[config.mk]
export PLATFORM = sky130hd
export DESIGN_NAME = analog_activity_detector_core
export DESIGN_NICKNAME = d
export VERILOG_FILES = /design/src/rtl/aad_pkg.sv /design/src/rtl/analog_activity_detector_core.sv /design/src/rtl/aad_hist_ram.sv /design/src/rtl/aad_sum_unit.sv
export SDC_FILE = /design/constraint.sdc
export NUM_CORES = 1
export LEC_CHECK = 0
export BUFFER_PORTS_ARGS = -buffer_cell sky130_fd_sc_hd__buf_4
export CAP_MARGIN = 20
export CORE_UTILIZATION = 30
export CTS_CLUSTER_DIAMETER = 120
export DETAILED_ROUTE_END_ITERATION = 10
export MAX_ROUTING_LAYER = met4
export PLACE_DENSITY = 0.49
export SETUP_SLACK_MARGIN = 0.2
export SKIP_LAST_GASP = 1
export SYNTH_ARGS = -nofsm -noshare
export SYNTH_HDL_FRONTEND = slang
export SYNTH_SLANG_ARGS = --single-unit
[constraint.sdc]
create_clock -name clk_i -period 7.7 [get_ports clk_i]
set_input_delay 1.155 -clock clk_i [delete_from_list [all_inputs] [get_ports clk_i]]
set_output_delay 1.155 -clock clk_i [all_outputs]
set_load 0.01 [all_outputs]
[src/rtl/aad_pkg.sv]
// Shared types, constants and register codes of the analog activity detector.
package aad_pkg;

  // Fixed field widths.
  localparam int unsigned DATA_W      = 12;
  localparam int unsigned CH_IN_W     = 2;
  localparam int unsigned WLEN_W      = 10;
  localparam int unsigned THR_W       = 20;
  localparam int unsigned TOTAL_OUT_W = 20;
  localparam int unsigned CFG_IDX_W   = 1;
  localparam int unsigned CFG_DATA_W  = 20;

  // Default structural sizes.
  localparam int unsigned CHANNELS_DEF = 4;
  localparam int unsigned DEPTH_DEF    = 16;

  // Register reset values and output saturation limit.
  localparam logic [WLEN_W-1:0]      WLEN_RST  = 10'd50;
  localparam logic [THR_W-1:0]       THR_RST   = 20'd1000;
  localparam logic [TOTAL_OUT_W-1:0] TOTAL_MAX = 20'hFFFFF;

  // Configuration register indexes.
  typedef enum logic [CFG_IDX_W-1:0] {
    REG_WINDOW_LENGTH   = 1'b0,
    REG_MUSIC_THRESHOLD = 1'b1
  } reg_idx_e;

  // Sequencer states.
  typedef enum logic [2:0] {
    ST_CLEAR,
    ST_IDLE,
    ST_WRITE,
    ST_READ,
    ST_DRAIN,
    ST_SCALE,
    ST_FINISH
  } state_e;

  // Operation select for the shared accumulator.
  typedef struct packed {
    logic clear;
    logic add;
    logic scale;
  } sum_ctrl_t;

endpackage

[src/rtl/analog_activity_detector_core.sv]
// Top level of the per-channel moving-sum activity detector.
//
//  Channel  | Handshake                      | Beat contents
//  ---------+--------------------------------+-----------------------------------------
//  input    | in_valid_i / in_ready_o        | channel_i, sample_i
//  result   | out_valid_o / out_ready_i      | channel_out_o, sample_echo_o,
//           |                                | activity_total_o, evaluated_o,
//           |                                | music_detected_o
//  config   | cfg_we_i (no wait)             | cfg_idx_i, cfg_wdata_i
//
// An item for a present channel passes through WRITE, READ, DRAIN, SCALE and FINISH; its
// result comes from reading the channel's DEPTH stored deltas one per cycle through the
// single read port of the history memory into the shared accumulator. An item for an absent
// channel goes from IDLE straight to FINISH. A new item is accepted only in IDLE, after the
// previous one has finished. After reset a clearing pass writes zero to all CHANNELS * DEPTH
// history entries, one per cycle, with in_ready_o low. A stalled result waits in the output
// register; the next beat is accepted meanwhile and held back only at its final step.
module analog_activity_detector_core #(
  parameter int unsigned CHANNELS = aad_pkg::CHANNELS_DEF,
  parameter int unsigned DEPTH    = aad_pkg::DEPTH_DEF
) (
  input  logic                            clk_i,
  input  logic                            rst_ni,
  input  logic                            in_valid_i,
  output logic                            in_ready_o,
  input  logic [aad_pkg::CH_IN_W-1:0]     channel_i,
  input  logic [aad_pkg::DATA_W-1:0]      sample_i,
  output logic                            out_valid_o,
  input  logic                            out_ready_i,
  output logic [aad_pkg::CH_IN_W-1:0]     channel_out_o,
  output logic [aad_pkg::DATA_W-1:0]      sample_echo_o,
  output logic [aad_pkg::TOTAL_OUT_W-1:0] activity_total_o,
  output logic                            evaluated_o,
  output logic                            music_detected_o,
  input  logic                            cfg_we_i,
  input  logic [aad_pkg::CFG_IDX_W-1:0]   cfg_idx_i,
  input  logic [aad_pkg::CFG_DATA_W-1:0]  cfg_wdata_i
);
  import aad_pkg::*;

  localparam int unsigned ENTRIES = CHANNELS * DEPTH;
  localparam int unsigned AW      = (ENTRIES > 1) ? $clog2(ENTRIES) : 1;
  localparam int unsigned CH_W    = (CHANNELS > 1) ? $clog2(CHANNELS) : 1;
  localparam int unsigned SLOT_W  = $clog2(DEPTH);
  localparam int unsigned SUM_W   = DATA_W + SLOT_W;
  localparam int unsigned TOT_W   = SUM_W + 4;
  localparam int unsigned CMP_W   = (TOT_W > THR_W) ? TOT_W : THR_W;

  state_e state_q, state_d;

  // Configuration registers.
  logic [WLEN_W-1:0] wlen_q;
  logic [THR_W-1:0]  thr_q;

  // Per-channel state.
  logic [SLOT_W-1:0] slot_q  [CHANNELS];
  logic [DATA_W-1:0] prev_q  [CHANNELS];
  logic [WLEN_W-1:0] count_q [CHANNELS];
  logic              flag_q  [CHANNELS];

  // Current item.
  logic [CH_IN_W-1:0] ch_q;
  logic [DATA_W-1:0]  smp_q;
  logic [AW-1:0]      base_q;
  logic               ch_ok_q;
  logic [CH_W-1:0]    ch_idx;
  logic               ch_ok_in;

  // Sequencing.
  logic [AW-1:0]     clr_addr_q;
  logic [SLOT_W-1:0] rd_idx_q;
  logic              rd_issued_q;
  logic              in_acc;
  logic              finish;

  // Memory and accumulator wiring.
  logic              mem_we;
  logic [AW-1:0]     mem_waddr;
  logic [DATA_W-1:0] mem_wdata;
  logic [AW-1:0]     mem_raddr;
  logic [DATA_W-1:0] mem_rdata;
  sum_ctrl_t         sum_ctrl;
  logic [TOT_W-1:0]  acc;

  // Delta, ring advance and window evaluation.
  logic [DATA_W-1:0] prev_cur;
  logic [DATA_W-1:0] delta;
  logic [SLOT_W:0]   slot_inc;
  logic [SLOT_W-1:0] slot_nxt;
  logic [CMP_W-1:0]  total_cmp;
  logic              above;
  logic              fire;
  logic [TOTAL_OUT_W-1:0] total_sat;

  // Output register.
  logic                   out_valid_q;
  logic [CH_IN_W-1:0]     out_ch_q;
  logic [DATA_W-1:0]      out_smp_q;
  logic [TOTAL_OUT_W-1:0] out_total_q;
  logic                   out_eval_q;
  logic                   out_music_q;

  assign ch_idx   = CH_W'(ch_q);
  assign ch_ok_in = (int'(channel_i) < CHANNELS);
  assign in_acc   = in_valid_i && in_ready_o;
  assign finish   = (state_q == ST_FINISH) && (!out_valid_q || out_ready_i);

  // Sequencer: next state and per-state controls.
  always_comb begin
    state_d        = state_q;
    in_ready_o     = 1'b0;
    mem_we         = 1'b0;
    mem_waddr      = base_q + AW'(slot_q[ch_idx]);
    mem_wdata      = delta;
    sum_ctrl       = '0;
    sum_ctrl.add   = rd_issued_q;
    unique case (state_q)
      ST_CLEAR: begin
        mem_we    = 1'b1;
        mem_waddr = clr_addr_q;
        mem_wdata = '0;
        if (clr_addr_q == AW'(ENTRIES - 1)) begin
          state_d = ST_IDLE;
        end
      end
      ST_IDLE: begin
        in_ready_o = 1'b1;
        if (in_valid_i) begin
          state_d = ch_ok_in ? ST_WRITE : ST_FINISH;
        end
      end
      ST_WRITE: begin
        mem_we         = 1'b1;
        sum_ctrl.clear = 1'b1;
        state_d        = ST_READ;
      end
      ST_READ: begin
        if (rd_idx_q == SLOT_W'(DEPTH - 1)) begin
          state_d = ST_DRAIN;
        end
      end
      ST_DRAIN: begin
        state_d = ST_SCALE;
      end
      ST_SCALE: begin
        sum_ctrl.scale = 1'b1;
        state_d        = ST_FINISH;
      end
      ST_FINISH: begin
        if (!out_valid_q || out_ready_i) begin
          state_d = ST_IDLE;
        end
      end
      default: begin
        state_d = ST_IDLE;
      end
    endcase
  end

  always_ff @(posedge clk_i or negedge rst_ni) begin
    if (!rst_ni) begin
      state_q <= ST_CLEAR;
    end else begin
      state_q <= state_d;
    end
  end

  // Clearing pass address and read index.
  always_ff @(posedge clk_i or negedge rst_ni) begin
    if (!rst_ni) begin
      clr_addr_q  <= '0;
      rd_idx_q    <= '0;
      rd_issued_q <= 1'b0;
    end else begin
      if (state_q == ST_CLEAR) begin
        clr_addr_q <= clr_addr_q + 1'b1;
      end
      if (state_q == ST_READ) begin
        rd_idx_q <= rd_idx_q + 1'b1;
      end else begin
        rd_idx_q <= '0;
      end
      rd_issued_q <= (state_q == ST_READ);
    end
  end

  assign mem_raddr = base_q + AW'(rd_idx_q);

  // Item capture at acceptance.
  always_ff @(posedge clk_i or negedge rst_ni) begin
    if (!rst_ni) begin
      ch_ok_q <= 1'b0;
    end else if (in_acc) begin
      ch_ok_q <= ch_ok_in;
    end
  end

  always_ff @(posedge clk_i) begin
    if (in_acc) begin
      ch_q   <= channel_i;
      smp_q  <= sample_i;
      base_q <= AW'(int'(CH_W'(channel_i)) * DEPTH);
    end
  end

  // Absolute difference and ring position.
  always_comb begin
    prev_cur = prev_q[ch_idx];
    delta    = (smp_q > prev_cur) ? (smp_q - prev_cur) : (prev_cur - smp_q);
    slot_inc = {1'b0, slot_q[ch_idx]} + 1'b1;
    slot_nxt = (slot_inc == (SLOT_W + 1)'(DEPTH)) ? '0 : slot_inc[SLOT_W-1:0];
  end

  // Threshold test on the full-width total, saturated copy for the result.
  always_comb begin
    total_cmp = CMP_W'(acc);
    above     = total_cmp > CMP_W'(thr_q);
    fire      = count_q[ch_idx] >= wlen_q;
    total_sat = (total_cmp > CMP_W'(TOTAL_MAX)) ? TOTAL_MAX : total_cmp[TOTAL_OUT_W-1:0];
  end

  // Per-channel state updates.
  always_ff @(posedge clk_i or negedge rst_ni) begin
    if (!rst_ni) begin
      for (int c = 0; c < CHANNELS; c++) begin
        slot_q[c]  <= '0;
        prev_q[c]  <= '0;
        count_q[c] <= '0;
        flag_q[c]  <= 1'b0;
      end
    end else begin
      if (state_q == ST_WRITE) begin
        slot_q[ch_idx] <= slot_nxt;
        prev_q[ch_idx] <= smp_q;
      end
      if (finish && ch_ok_q) begin
        if (fire) begin
          count_q[ch_idx] <= '0;
          flag_q[ch_idx]  <= above;
        end else begin
          count_q[ch_idx] <= count_q[ch_idx] + 1'b1;
        end
      end
    end
  end

  // Configuration registers.
  always_ff @(posedge clk_i or negedge rst_ni) begin
    if (!rst_ni) begin
      wlen_q <= WLEN_RST;
      thr_q  <= THR_RST;
    end else if (cfg_we_i) begin
      unique case (reg_idx_e'(cfg_idx_i))
        REG_WINDOW_LENGTH:   wlen_q <= cfg_wdata_i[WLEN_W-1:0];
        REG_MUSIC_THRESHOLD: thr_q  <= cfg_wdata_i[THR_W-1:0];
        default: ;
      endcase
    end
  end

  // Result register.
  always_ff @(posedge clk_i or negedge rst_ni) begin
    if (!rst_ni) begin
      out_valid_q <= 1'b0;
    end else if (finish) begin
      out_valid_q <= 1'b1;
    end else if (out_ready_i) begin
      out_valid_q <= 1'b0;
    end
  end

  always_ff @(posedge clk_i) begin
    if (finish) begin
      out_ch_q  <= ch_q;
      out_smp_q <= smp_q;
      if (ch_ok_q) begin
        out_total_q <= total_sat;
        out_eval_q  <= fire;
        out_music_q <= fire ? above : flag_q[ch_idx];
      end else begin
        out_total_q <= '0;
        out_eval_q  <= 1'b0;
        out_music_q <= 1'b0;
      end
    end
  end

  assign out_valid_o      = out_valid_q;
  assign channel_out_o    = out_ch_q;
  assign sample_echo_o    = out_smp_q;
  assign activity_total_o = out_total_q;
  assign evaluated_o      = out_eval_q;
  assign music_detected_o = out_music_q;

  aad_hist_ram #(
    .ENTRIES (ENTRIES),
    .AW      (AW)
  ) u_hist_ram (
    .clk_i   (clk_i),
    .we_i    (mem_we),
    .waddr_i (mem_waddr),
    .wdata_i (mem_wdata),
    .raddr_i (mem_raddr),
    .rdata_o (mem_rdata)
  );

  aad_sum_unit #(
    .TOT_W (TOT_W)
  ) u_sum_unit (
    .clk_i   (clk_i),
    .rst_ni  (rst_ni),
    .ctrl_i  (sum_ctrl),
    .delta_i (mem_rdata),
    .acc_o   (acc)
  );

  // An accepted beat keeps the input closed in the following cycle.
  assert property (@(posedge clk_i) disable iff (!rst_ni)
    in_valid_i && in_ready_o |=> !in_ready_o)
    else $error("input accepted twice in a row");

  // No memory read may still be landing in the accumulator while idle.
  assert property (@(posedge clk_i) disable iff (!rst_ni)
    in_ready_o |-> !rd_issued_q)
    else $error("accumulator busy while idle");

  // A result for an absent channel carries no activity.
  assert property (@(posedge clk_i) disable iff (!rst_ni)
    out_valid_o && (int'(channel_out_o) >= CHANNELS) |->
      (activity_total_o == '0) && !evaluated_o && !music_detected_o)
    else $error("absent channel produced activity");

endmodule

[src/rtl/aad_hist_ram.sv]
// Delta history memory: one write port and one registered read port.
module aad_hist_ram #(
  parameter int unsigned ENTRIES = 64,
  parameter int unsigned AW      = 6
) (
  input  logic                      clk_i,
  input  logic                      we_i,
  input  logic [AW-1:0]             waddr_i,
  input  logic [aad_pkg::DATA_W-1:0] wdata_i,
  input  logic [AW-1:0]             raddr_i,
  output logic [aad_pkg::DATA_W-1:0] rdata_o
);
  import aad_pkg::*;

  logic [DATA_W-1:0] mem [ENTRIES];
  logic [DATA_W-1:0] rdata_q;

  // Write and registered read.
  always_ff @(posedge clk_i) begin
    if (we_i) begin
      mem[waddr_i] <= wdata_i;
    end
    rdata_q <= mem[raddr_i];
  end

  assign rdata_o = rdata_q;

endmodule

[src/rtl/aad_sum_unit.sv]
// Shared accumulator: clears, adds one stored delta, or scales the sum by ten.
module aad_sum_unit #(
  parameter int unsigned TOT_W = 20
) (
  input  logic                       clk_i,
  input  logic                       rst_ni,
  input  aad_pkg::sum_ctrl_t         ctrl_i,
  input  logic [aad_pkg::DATA_W-1:0] delta_i,
  output logic [TOT_W-1:0]           acc_o
);
  import aad_pkg::*;

  logic [TOT_W-1:0] acc_q, acc_d;
  logic [TOT_W-1:0] op_a, op_b;

  // One adder serves both operations: acc + delta, or 8*acc + 2*acc.
  always_comb begin
    op_a  = ctrl_i.scale ? (acc_q << 3) : acc_q;
    op_b  = ctrl_i.scale ? (acc_q << 1) : TOT_W'(delta_i);
    acc_d = acc_q;
    if (ctrl_i.clear) begin
      acc_d = '0;
    end else if (ctrl_i.add || ctrl_i.scale) begin
      acc_d = op_a + op_b;
    end
  end

  always_ff @(posedge clk_i or negedge rst_ni) begin
    if (!rst_ni) begin
      acc_q <= '0;
    end else begin
      acc_q <= acc_d;
    end
  end

  assign acc_o = acc_q;

endmodule
**Word level (Yosys, flattened, before mapping)**

Memory sizes are Yosys's and may differ from the RTL's. A register that Yosys moved wholly into a read port is not among the register bits.
Cells that the tools add are included.

- Add/subtract/negate cells: 9
- Equal/unequal tests: 13
- Reduce and logical (&&, ||, !) cells: 15
- Bitwise gates (word level): 4
- Order comparisons: 6
- Multiplexer cells: 49

Operators with widths:

| operator | number |
|---|---|
| 20-bit two-way mux | 5 |
| 12-bit two-way mux | 5 |
| 48-bit bitwise mux | 1 |
| 40-bit bitwise AND | 1 |
| 40-bit bitwise mux | 1 |
| 40-bit two-way mux | 1 |
| 40-bit inverter | 1 |
| 10-bit two-way mux | 3 |
| 12-bit binary-select mux with 2-bit select | 1 |
| 12-bit demux with 2-bit select | 1 |
| 12-bit subtractor | 2 |
| 3-bit case mux with 7 select lines | 1 |
| 20-bit adder | 1 |
| 10-bit binary-select mux with 2-bit select | 1 |
| 10-bit demux with 2-bit select | 1 |
| 20-bit greater-than comparator | 1 |
| 20-bit greater-than comparator, second input constant | 1 |
| 4-bit two-way mux | 5 |
| 16-bit bitwise mux | 1 |
| 6-bit by 4-bit adder with 6-bit output | 2 |
| 12-bit greater-than comparator | 1 |
| 1-bit two-way mux | 12 |
| 3-bit two-way mux | 4 |
| 10-bit by 1-bit adder with 10-bit output, second input constant | 1 |
| 30 further kinds | 42 |

- Register bits after elaboration: 224
- Output and inout bits: 38
- Memories: 1
- Logic and storage cells: 129
- Memory bits (writable): 768

Memories:

| name | words | bits a word | rd ports | clocked after memory_dff | write ports | RTL line | RTL |
|---|---|---|---|---|---|---|---|
| u_hist_ram.mem | 64 | 12 | 1 | 1 | 1 | aad_hist_ram.sv:15 | `logic [DATA_W-1:0] mem [ENTRIES];` |

**Logic depth before layout (Yosys ltp)**

Gate-level depths: netlist (run 1).

- Word-level depth: 8
- Mapped depth: 14
- Depth with buffers taken out: 12

**Cells and area by module**

From an unflattened synthesis (run 1), not the netlist that was laid out.

- Cells, all modules: 2514
- Area total of the unflattened synthesis: 42037.8 sq um

By module, submodules not included:

| module | area each (sq um) | instances | cells each |
|---|---|---|---|
| aad_hist_ram | 29851.1 | 1 | 1339 |
| analog_activity_detector_core | 10227.3 | 1 | 912 |
| aad_sum_unit | 1959.4 | 1 | 263 |

**Least setup slack after synthesis (run 1)**

OpenSTA, ideal clock, no wires.

- Kind: flip-flop to flip-flop
- Start point: reg base_q[4] (netlist name)
- End point: mem u_hist_ram.mem[0][11], data pin
- Stages on the path, launching flop included: 14
- Period minus slack after synthesis: 5800 ps
- Setup time: 548 ps
- Buffers on the path: 5
- Required time: 7152 ps
- Setup slack: 1900 ps
- Arrival: 5252 ps
- Cells stage by stage: edfxtp_1 buf_6 buf_2 buf_2 mux4_2 ha_1 clkbuf_1 a2111oi_0 o21ai_0 a32oi_1 buf_4 o21ai_1 a21o_1 a21oi_1

RTL lines:

| element | RTL line |
|---|---|
| end: declaration | aad_hist_ram.sv:15 |

==> results.py, run 1 <==
metrics = {
    "logic_synthesis": {
        "netlist_instances": 2390,
        "ys_ff_latch": 1004,
        "synthDistinctLibCells": 60,
        "ys_seq_area_frac": 0.6981,
        "yosys_warnings": 0,
        "synth_ff_type": "edfxtp_1",
        "synthesis.area_mm2": 0.04178,
        "synthArstFlopShare": 0.1733,
        "synthesis.nets": 2509,
        "synth_edf_count": 818,
        "syn_avg_cell_area_um2": 17.48,
    },
    "route": {
        "drt-total-wl_mm": 104.1,
        "num_vias": 22060,
        "drt_first_pass_iters": 10,
        "drtIter0Drc": 1837,
        "wl_per_cell_um": 23.67,
        "remaining_drc_errors": 0,
        "vias_per_cell": 5.017,
        "route.antenna.remaining_nets": 0,
    },
    "clock_tree": {
        "htree_levels": 3,
        "postCtsHoldBufs": 0,
        "numCtsBuffers": 110,
        "worstSkewPairLatency_ns": 0.70,
        "ctsResizeCount": 0,
        "cts_setup_buffers": 0,
        "cts_root_buffer": "clkbuf_16",
        "tritoncts": "built",
        "cts_num_sinks": 1004,
        "path_clk_slew_ns": 0.06,
        "cts_buffer_depth": 3,
    },
    "worst_setup_path": {
        "crit_path_max_incr_delay_ns": 0.68,
        "path_buf_inv": 3,
        "cp_top_family": "buffers and inverters",
        "crit_path_end_kind": "flop",
        "cp-start-kind": "flop",
        "worst-path-max-fanout": 33,
        "worstSetupPathType": "flop to flop",
        "crit_path_top_delay_cell": "edfxtp_1",
        "cp.required_ns": 8.15,
        "cp_cell_sequence": "buf_4 > mux4_2 > ha_1 > a21oi_1 > o21ai_0 > a21o_1 > a32oi_1 > buf_4 > mux2i_1 > xnor2_1 > nor2_4 > buf_4",
        "cp_common_cell": "buf_4",
        "crit_arrival_ns": 5.47,
    },
    "floorplan": {
        "die_w_um": 375.2,
        "core_area_mm2": 0.1378,
        "start_util": 0.3031,
        "die_area_mm2": 0.1408,
        "fp.dieH_um": 375.2,
        "ios": 78,
        "num_rows": 136,
    },
    "place": {
        "gp_congestion": 0.8528,
        "place_inst": 4183,
        "portBuffers": 77,
        "place_area_mm2": 0.04472,
        "dp_hpwl_mm": 63.49,
    },
    "global_route": {
        "grt_max_degree": 104,
        "top_usage_layer": "met2",
        "grt_pass1_vias": 23100,
        "grt_pass1_wl_mm": 153.8,
        "track_usage": 0.1520,
        "use_met3": 0.03184,
        "antenna_found_initial": 2,
        "overflow": 0,
        "grt_use_met1": 0.1977,
        "met2_usage": 0.2401,
    },
    "cells_and_area": {
        "fillers": 12890,
        "stdcell_area_mm2": 0.04842,
        "num-nets-final": 2626,
        "layout.cells.non_filler": 4397,
        "layout_commonest_cell": "edfxtp_1",
        "final_util": 0.3513,
        "regArea_mm2": 0.02918,
        "drive_gt1_frac": 0.2630,
        "final_cell_mix": "818 x edfxtp_1, 267 x mux4_2, 237 x nand2_1",
        "syn_to_final_growth_pct": 15.89,
        "multi_input_area_mm2": 0.01211,
    },
    "min_path": {
        "worstHoldPathType": "flop to flop",
    },
    "status": {
        "status": "completed",
    },
    "sta": {
        "finalMaxSlewViolations": 0,
        "setup_viol": 0,
        "finalSetupTns_ns": 0,
        "fin_crit_sh": 0.6520,
        "fin_crit_ns": 5.021,
        "maxSlewHeadroom": 0.2370,
        "rsz0062_at_grt": "no",
        "tightestPinTransition_ns": 1.143,
        "max_freq_mhz": 199.2,
        "skew_ns": 0.04328,
        "hold_viol": 0,
    },
    "pwr": {
        "power_mw": 20.61,
        "max-vdd-ir-drop_v": 0.0004679,
        "power_density_mw_per_mm2": 425.7,
        "power_leakage_nw": 16.37,
    },
    "flow_run": {
        "drv_cap": 0,
    },
}
[path summary, 6_finish.rpt]
| path | startpoint | end | slack [ns] | depth (start not counted) |
|---|---|---|---|---|
| setup reg to reg | base_q[4] | u_hist_ram.mem[7][3] | 2.68 | 12 |
| max in group asynchronous | rst_ni | prev_q[30] | 5.98 | 3 |
| min in group asynchronous | rst_ni | count_q[35] | 0.49 | 1 |
| setup / recovery | base_q[4] | u_hist_ram.mem[7][3] | 2.68 | 12 |
| hold reg to reg | count_q[29] | count_q[29] | 0.48 | 2 |
| hold / removal | count_q[29] | count_q[29] | 0.48 | 2 |
[final cells by class]
| class | instances | area share |
|---|---|---|
| flip-flops and latches | 1004 | 0.6027 |
| clock inverters | 70 | 0.01372 |
| repair buffers | 123 | 0.02240 |
| well taps | 1794 | 0.04636 |
| multi-input cells | 1206 | 0.2502 |
| diodes | 2 | 0.0001034 |
| clock buffers | 136 | 0.05972 |
| inverters | 62 | 0.004806 |
[power breakdown]
| part | internal, mW | leakage (nW) | switching (mW) | total (mW) |
|---|---|---|---|---|
| registers | 8.67 | 9.73 | 0.360 | 9.03 |
| logic | 2.00 | 4.90 | 4.41 | 6.41 |
| clock network | 3.00 | 1.73 | 2.16 | 5.17 |
[sequential cells by signal (all words and copies together) (netlist names), 3 cells and up]
signal	flops
thr_q	20
prev_q	48
wlen_q	10
smp_q	12
u_hist_ram.rdata_o	12
sample_echo_o	12
u_sum_unit.acc_o	20
slot_q	16
clr_addr_q	6
flag_q	4
state_q	3
count_q	40
activity_total_o	20
rd_idx_q	4
u_hist_ram.mem	768
[cells by family (layout without fill, tap and decap cells)]
| kind of cell | count (synthesis) | after routing | synth area share |
|---|---|---|---|
| xor+xnor | 40 | 40 | 0.008564 |
| simple gates | 470 | 470 | 0.04881 |
| buf+inv | 180 | 391 | 0.01815 |
| fa+ha+maj | 79 | 79 | 0.02420 |
| other cells | 0 | 2 | 0 |
| flops | 1004 | 1004 | 0.6981 |
| compound gates | 293 | 293 | 0.04330 |
| mux | 324 | 324 | 0.1589 |
[tightest hold or removal path, delay by kind of cell, from the launching register on]
| family | cells | cell delay [ns] |
|---|---|---|
| AOI/OAI and AO/OA | 1 | 0.05 |
| DFF | 1 | 0.34 |
| and+or+nand+nor | 1 | 0.05 |
[metal layers]
| layer | routed length [µm] | share of wire |
|---|---|---|
| met5 | 0 | 0 |
| met4 | 2333 | 0.022 |
| met3 | 5980 | 0.057 |
| met2 | 49980 | 0.48 |
| met1 | 45770 | 0.44 |
[Yosys cell counts (9+ instances only)]
library cell / n / area share
inv_1: 62 / 0.0056
and2_1: 29 / 0.0043
dfstp_2: 9 / 0.0057
mux2_2: 44 / 0.012
ha_1: 76 / 0.023
mux4_2: 267 / 0.14
nand3_1: 21 / 0.0025
xor2_1: 21 / 0.0044
o31ai_1: 30 / 0.0054
mux2i_1: 13 / 0.0031
nor2b_1: 14 / 0.0021
and3_1: 14 / 0.0021
nand4_1: 9 / 0.0013
xnor2_1: 18 / 0.0038
nor3_1: 12 / 0.0014
o21a_1: 9 / 0.0016
a22oi_1: 25 / 0.0045
edfxtp_1: 818 / 0.59
clkbuf_1: 78 / 0.0070
nand2_1: 237 / 0.021
a21o_1: 18 / 0.0032
a211oi_1: 9 / 0.0016
a21oi_1: 54 / 0.0065
o21ai_0: 109 / 0.013
dfxtp_1: 12 / 0.0057
buf_2: 18 / 0.0022
buf_4: 10 / 0.0018
nor2_1: 112 / 0.010
dfrtp_1: 165 / 0.099
buf_1: 9 / 0.00081
o211ai_1: 10 / 0.0018
[through the flow]
| stage | worst slack, ns | hold WS, ns |
|---|---|---|
| final | 2.679 | 0.4753 |
| after global routing | 2.279 | 0.4973 |
| after CTS | 2.623 | 0.4781 |
| after detailed placement | 2.665 | 0.4659 |
| after global placement | 2.516 | 0.4546 |
| after floorplan | 1.900 | 0.4432 |
(Power assumes the default switching activity.)
==> inputs of run 2 (changes only) <==
--- a/config.mk
+++ b/config.mk
@@ -5,13 +5,14 @@
 export SDC_FILE = /design/constraint.sdc
 export NUM_CORES = 1
 export LEC_CHECK = 0
+export ABC_AREA = 1
 export BUFFER_PORTS_ARGS = -buffer_cell sky130_fd_sc_hd__buf_4
 export CAP_MARGIN = 20
 export CORE_UTILIZATION = 30
 export CTS_CLUSTER_DIAMETER = 120
 export DETAILED_ROUTE_END_ITERATION = 10
 export MAX_ROUTING_LAYER = met4
-export PLACE_DENSITY = 0.49
+export PLACE_DENSITY = 0.51
 export SETUP_SLACK_MARGIN = 0.2
 export SKIP_LAST_GASP = 1
 export SYNTH_ARGS = -nofsm -noshare
==> constraint.sdc (replaced) <==
create_clock -name clk_i -period 4.35 [get_ports clk_i]
set_input_delay 0.6525 -clock clk_i [delete_from_list [all_inputs] [get_ports clk_i]]
set_output_delay 0.6525 -clock clk_i [all_outputs]
set_load 0.01 [all_outputs]
==> run 2 against run 1 <==
  * Non-clock buffer count rose by 110
  * Via count rose by 38%
  * Sequential share of layout area fell by 2.7 points
  * Utilization barely moved
  * First-iteration DRC count rose by 34%
  * Register-to-register slack got worse by 2.3 ns
  * Clock skew rose by 0.0063 ns
  * Sequential power rose by 71%
  * Global-route usage rose by 2.4 points
  * Die area rose by 4.6%
  * Largest power group unchanged
==> results.py, run 2 <==
metrics = {
    "global_route": {
        "grt_pass1_wl_mm": 189.1,
        "overflow": 0,
        "antenna_found_initial": 1,
        "track_usage": 0.1760,
        "grt_max_degree": 166,
        "grt_pass1_vias": 29070,
    },
    "route": {
        "met3_length_mm": 7.955,
        "vias_per_cell": 4.924,
        "drtIter0Drc": 2454,
        "route.antenna.remaining_nets": 0,
        "drt-total-wl_mm": 128.5,
        "num_vias": 30470,
        "top_layer": "met4",
        "drt-met1-wl_mm": 57.70,
        "remaining_drc_errors": 0,
        "drt_first_pass_iters": 5,
        "wl_per_cell_um": 20.76,
        "wl_met2_mm": 59.13,
    },
    "place": {
        "pre_cts_ws_ns": 0.09596,
        "portBuffers": 77,
        "dp_hpwl_mm": 73.18,
        "place_area_mm2": 0.04708,
        "place_inst": 5964,
        "gp_congestion": 0.8357,
    },
    "cells_and_area": {
        "reg.largest.list": "u_hist_ram.mem: 768 flops, prev_q: 48 flops, count_q: 40 flops",
        "stdcell_area_mm2": 0.05066,
        "multi_input_area_mm2": 0.01288,
        "num-nets-final": 4317,
        "num_antenna_cells": 0,
        "final_cell_mix": "818 x edfxtp_1, 760 x nor2_1, 595 x nand2_1",
        "final_util": 0.3513,
        "drive_gt1_frac": 0.1062,
        "regArea_mm2": 0.02918,
        "layout.cells.non_filler": 6188,
        "fillers": 14320,
        "largest_reg_flops": 768,
        "syn_to_final_growth_pct": 15.86,
        "largest-register": "u_hist_ram.mem",
        "layout_commonest_cell": "edfxtp_1",
    },
    "worst_setup_path": {
        "endpoint": "u_hist_ram.mem[59][2]",
        "crit_path_end_kind": "flop",
        "crit_path_max_incr_delay_ns": 0.68,
        "worstSetupPathType": "flop to flop",
        "r2r_end": "u_hist_ram.mem[59][2]",
        "rrSetupSlack_ns": 0.41,
        "cp-start-kind": "flop",
        "crit_path_top_delay_cell": "nor2_2",
        "path_buf_inv": 5,
        "reg2reg_depth": 20,
        "crit_arrival_ns": 4.36,
        "cp_cell_sequence": "inv_2 > nor2_4 > a22oi_1 > inv_1 > a221oi_1 > inv_1 > ha_1 > inv_1 > fa_1 > nand2_1 > nand2_1 > nand2_1 > nand2_1 > nand2_1 > nand3_1 > nand2_1 > buf_4 > o21ai_0 > nand2_1 > nor2_2",
        "cp.required_ns": 4.77,
        "worst-path-stages": 20,
        "cp-startpoint": "base_q[4]",
        "cp_common_cell": "nand2_1",
        "worst-path-max-fanout": 12,
        "r2r_start": "base_q[4]",
        "cp_top_family": "simple AND/OR/NAND/NOR gates",
    },
    "clock_tree": {
        "cts_root_buffer": "clkbuf_16",
        "path_clk_slew_ns": 0.06,
        "htree_levels": 3,
        "cts_num_sinks": 1004,
        "worstSkewPairLatency_ns": 0.73,
        "tritoncts": "built",
        "numCtsBuffers": 107,
        "cts_buffer_depth": 3,
    },
    "sta": {
        "setup_viol": 0,
        "skew_ns": 0.04955,
        "fin_crit_ns": 3.940,
        "finalSetupTns_ns": 0,
        "maxSlewHeadroom": 0.2361,
        "tightestPinTransition_ns": 1.134,
        "rsz0062_at_grt": "yes",
        "max_freq_mhz": 253.8,
        "hold_viol": 0,
        "worst_slack_ns": 0.4096,
        "fin_crit_sh": 0.9058,
        "finalMaxSlewViolations": 0,
        "holdWs_ns": 0.1072,
    },
    "logic_synthesis": {
        "ys_ff_latch": 1004,
        "synthesis.nets": 4178,
        "synth_ff_type": "edfxtp_1",
        "synthDistinctLibCells": 43,
        "synth_edf_count": 818,
        "yosys_warnings": 0,
        "synthesis.area_mm2": 0.04372,
        "yosysTopAreaCell": "edfxtp_1",
        "synth_top_area_share": 0.5618,
        "synthTopCellsByArea": "edfxtp_1 56%, dfrtp_1 9.4%, nor2_1 6.6%",
        "netlist_instances": 4059,
        "yosysMostFrequentCell": "edfxtp_1",
        "synthArstFlopShare": 0.1733,
        "ys_seq_area_frac": 0.6671,
        "ys_top_cells_by_count": "818 x edfxtp_1, 774 x nor2_1, 598 x nand2_1",
        "syn_avg_cell_area_um2": 10.77,
    },
    "min_path": {
        "worstHoldPathType": "input pin to flop",
        "whs_path_depth": 1,
        "hp-start": "sample_i[10]",
    },
    "pwr": {
        "max-vdd-ir-drop_v": 0.0006485,
        "power_leakage_nw": 18.99,
        "power_density_mw_per_mm2": 741.3,
        "power_mw": 37.55,
    },
    "floorplan": {
        "num_rows": 139,
        "start_util": 0.3033,
        "core_area_mm2": 0.1442,
        "die_w_um": 383.8,
        "ios": 78,
        "die_area_mm2": 0.1473,
        "fp.dieH_um": 383.8,
    },
    "flow_run": {
        "drv_cap": 0,
    },
    "status": {
        "status": "completed",
    },
}
run 2: cells by family after synthesis:
logic type | count (synthesis) | synth area share
DFF | 1004 | 0.6671
buffers and inverters | 452 | 0.04347
xor gates and xnor gates | 20 | 0.004006
AOI/OAI and AO/OA | 877 | 0.1131
adders and majority gates | 79 | 0.02312
and+or+nand+nor | 1627 | 0.1491
run 2: report_power, final:
part	switching, mW	leakage, nW	total [mW]	internal, mW
Combinational	9.98	7.66	13.4	3.45
Sequential	0.556	9.72	15.4	14.9
Clock	3.91	1.61	8.70	4.79
run 2: worst min path at each step:
stage / to / slack [ns]
finish: smp_q[10] / 0.11
CTS: smp_q[10] / 0.05
floorplan: ch_ok_q / 0.36
global placement: count_q[28] / 0.46
detailed placement: count_q[38] / 0.47
global route: smp_q[4] / 0.07
run 2: final cells by class:
| class | instances | share of cell area |
|---|---|---|
| Multi-Input combinational cell | 2615 | 0.2542 |
| Inverter | 237 | 0.01776 |
| Clock inverter | 57 | 0.009361 |
| Clock buffer | 139 | 0.05582 |
| Timing Repair Buffer | 233 | 0.03979 |
| Sequential cell | 1004 | 0.5761 |
| Tap cell | 1903 | 0.04700 |
run 2: what timing repair did:
item,CTS,global route
hold buffers,1,0
setup buffers,0,12
endpoints found under the setup margin,159,442
pin swaps,5,8
hold endpoints to repair,1,0
gates cloned,8,4
gates resized for setup,0,9
run 2: routing by layer:
layer	vias up	track usage
met2	855	0.2761
met3	188	0.03396
met5	-	-
met1	14990	0.2320
met4	0	0.04737
li1	14440	-
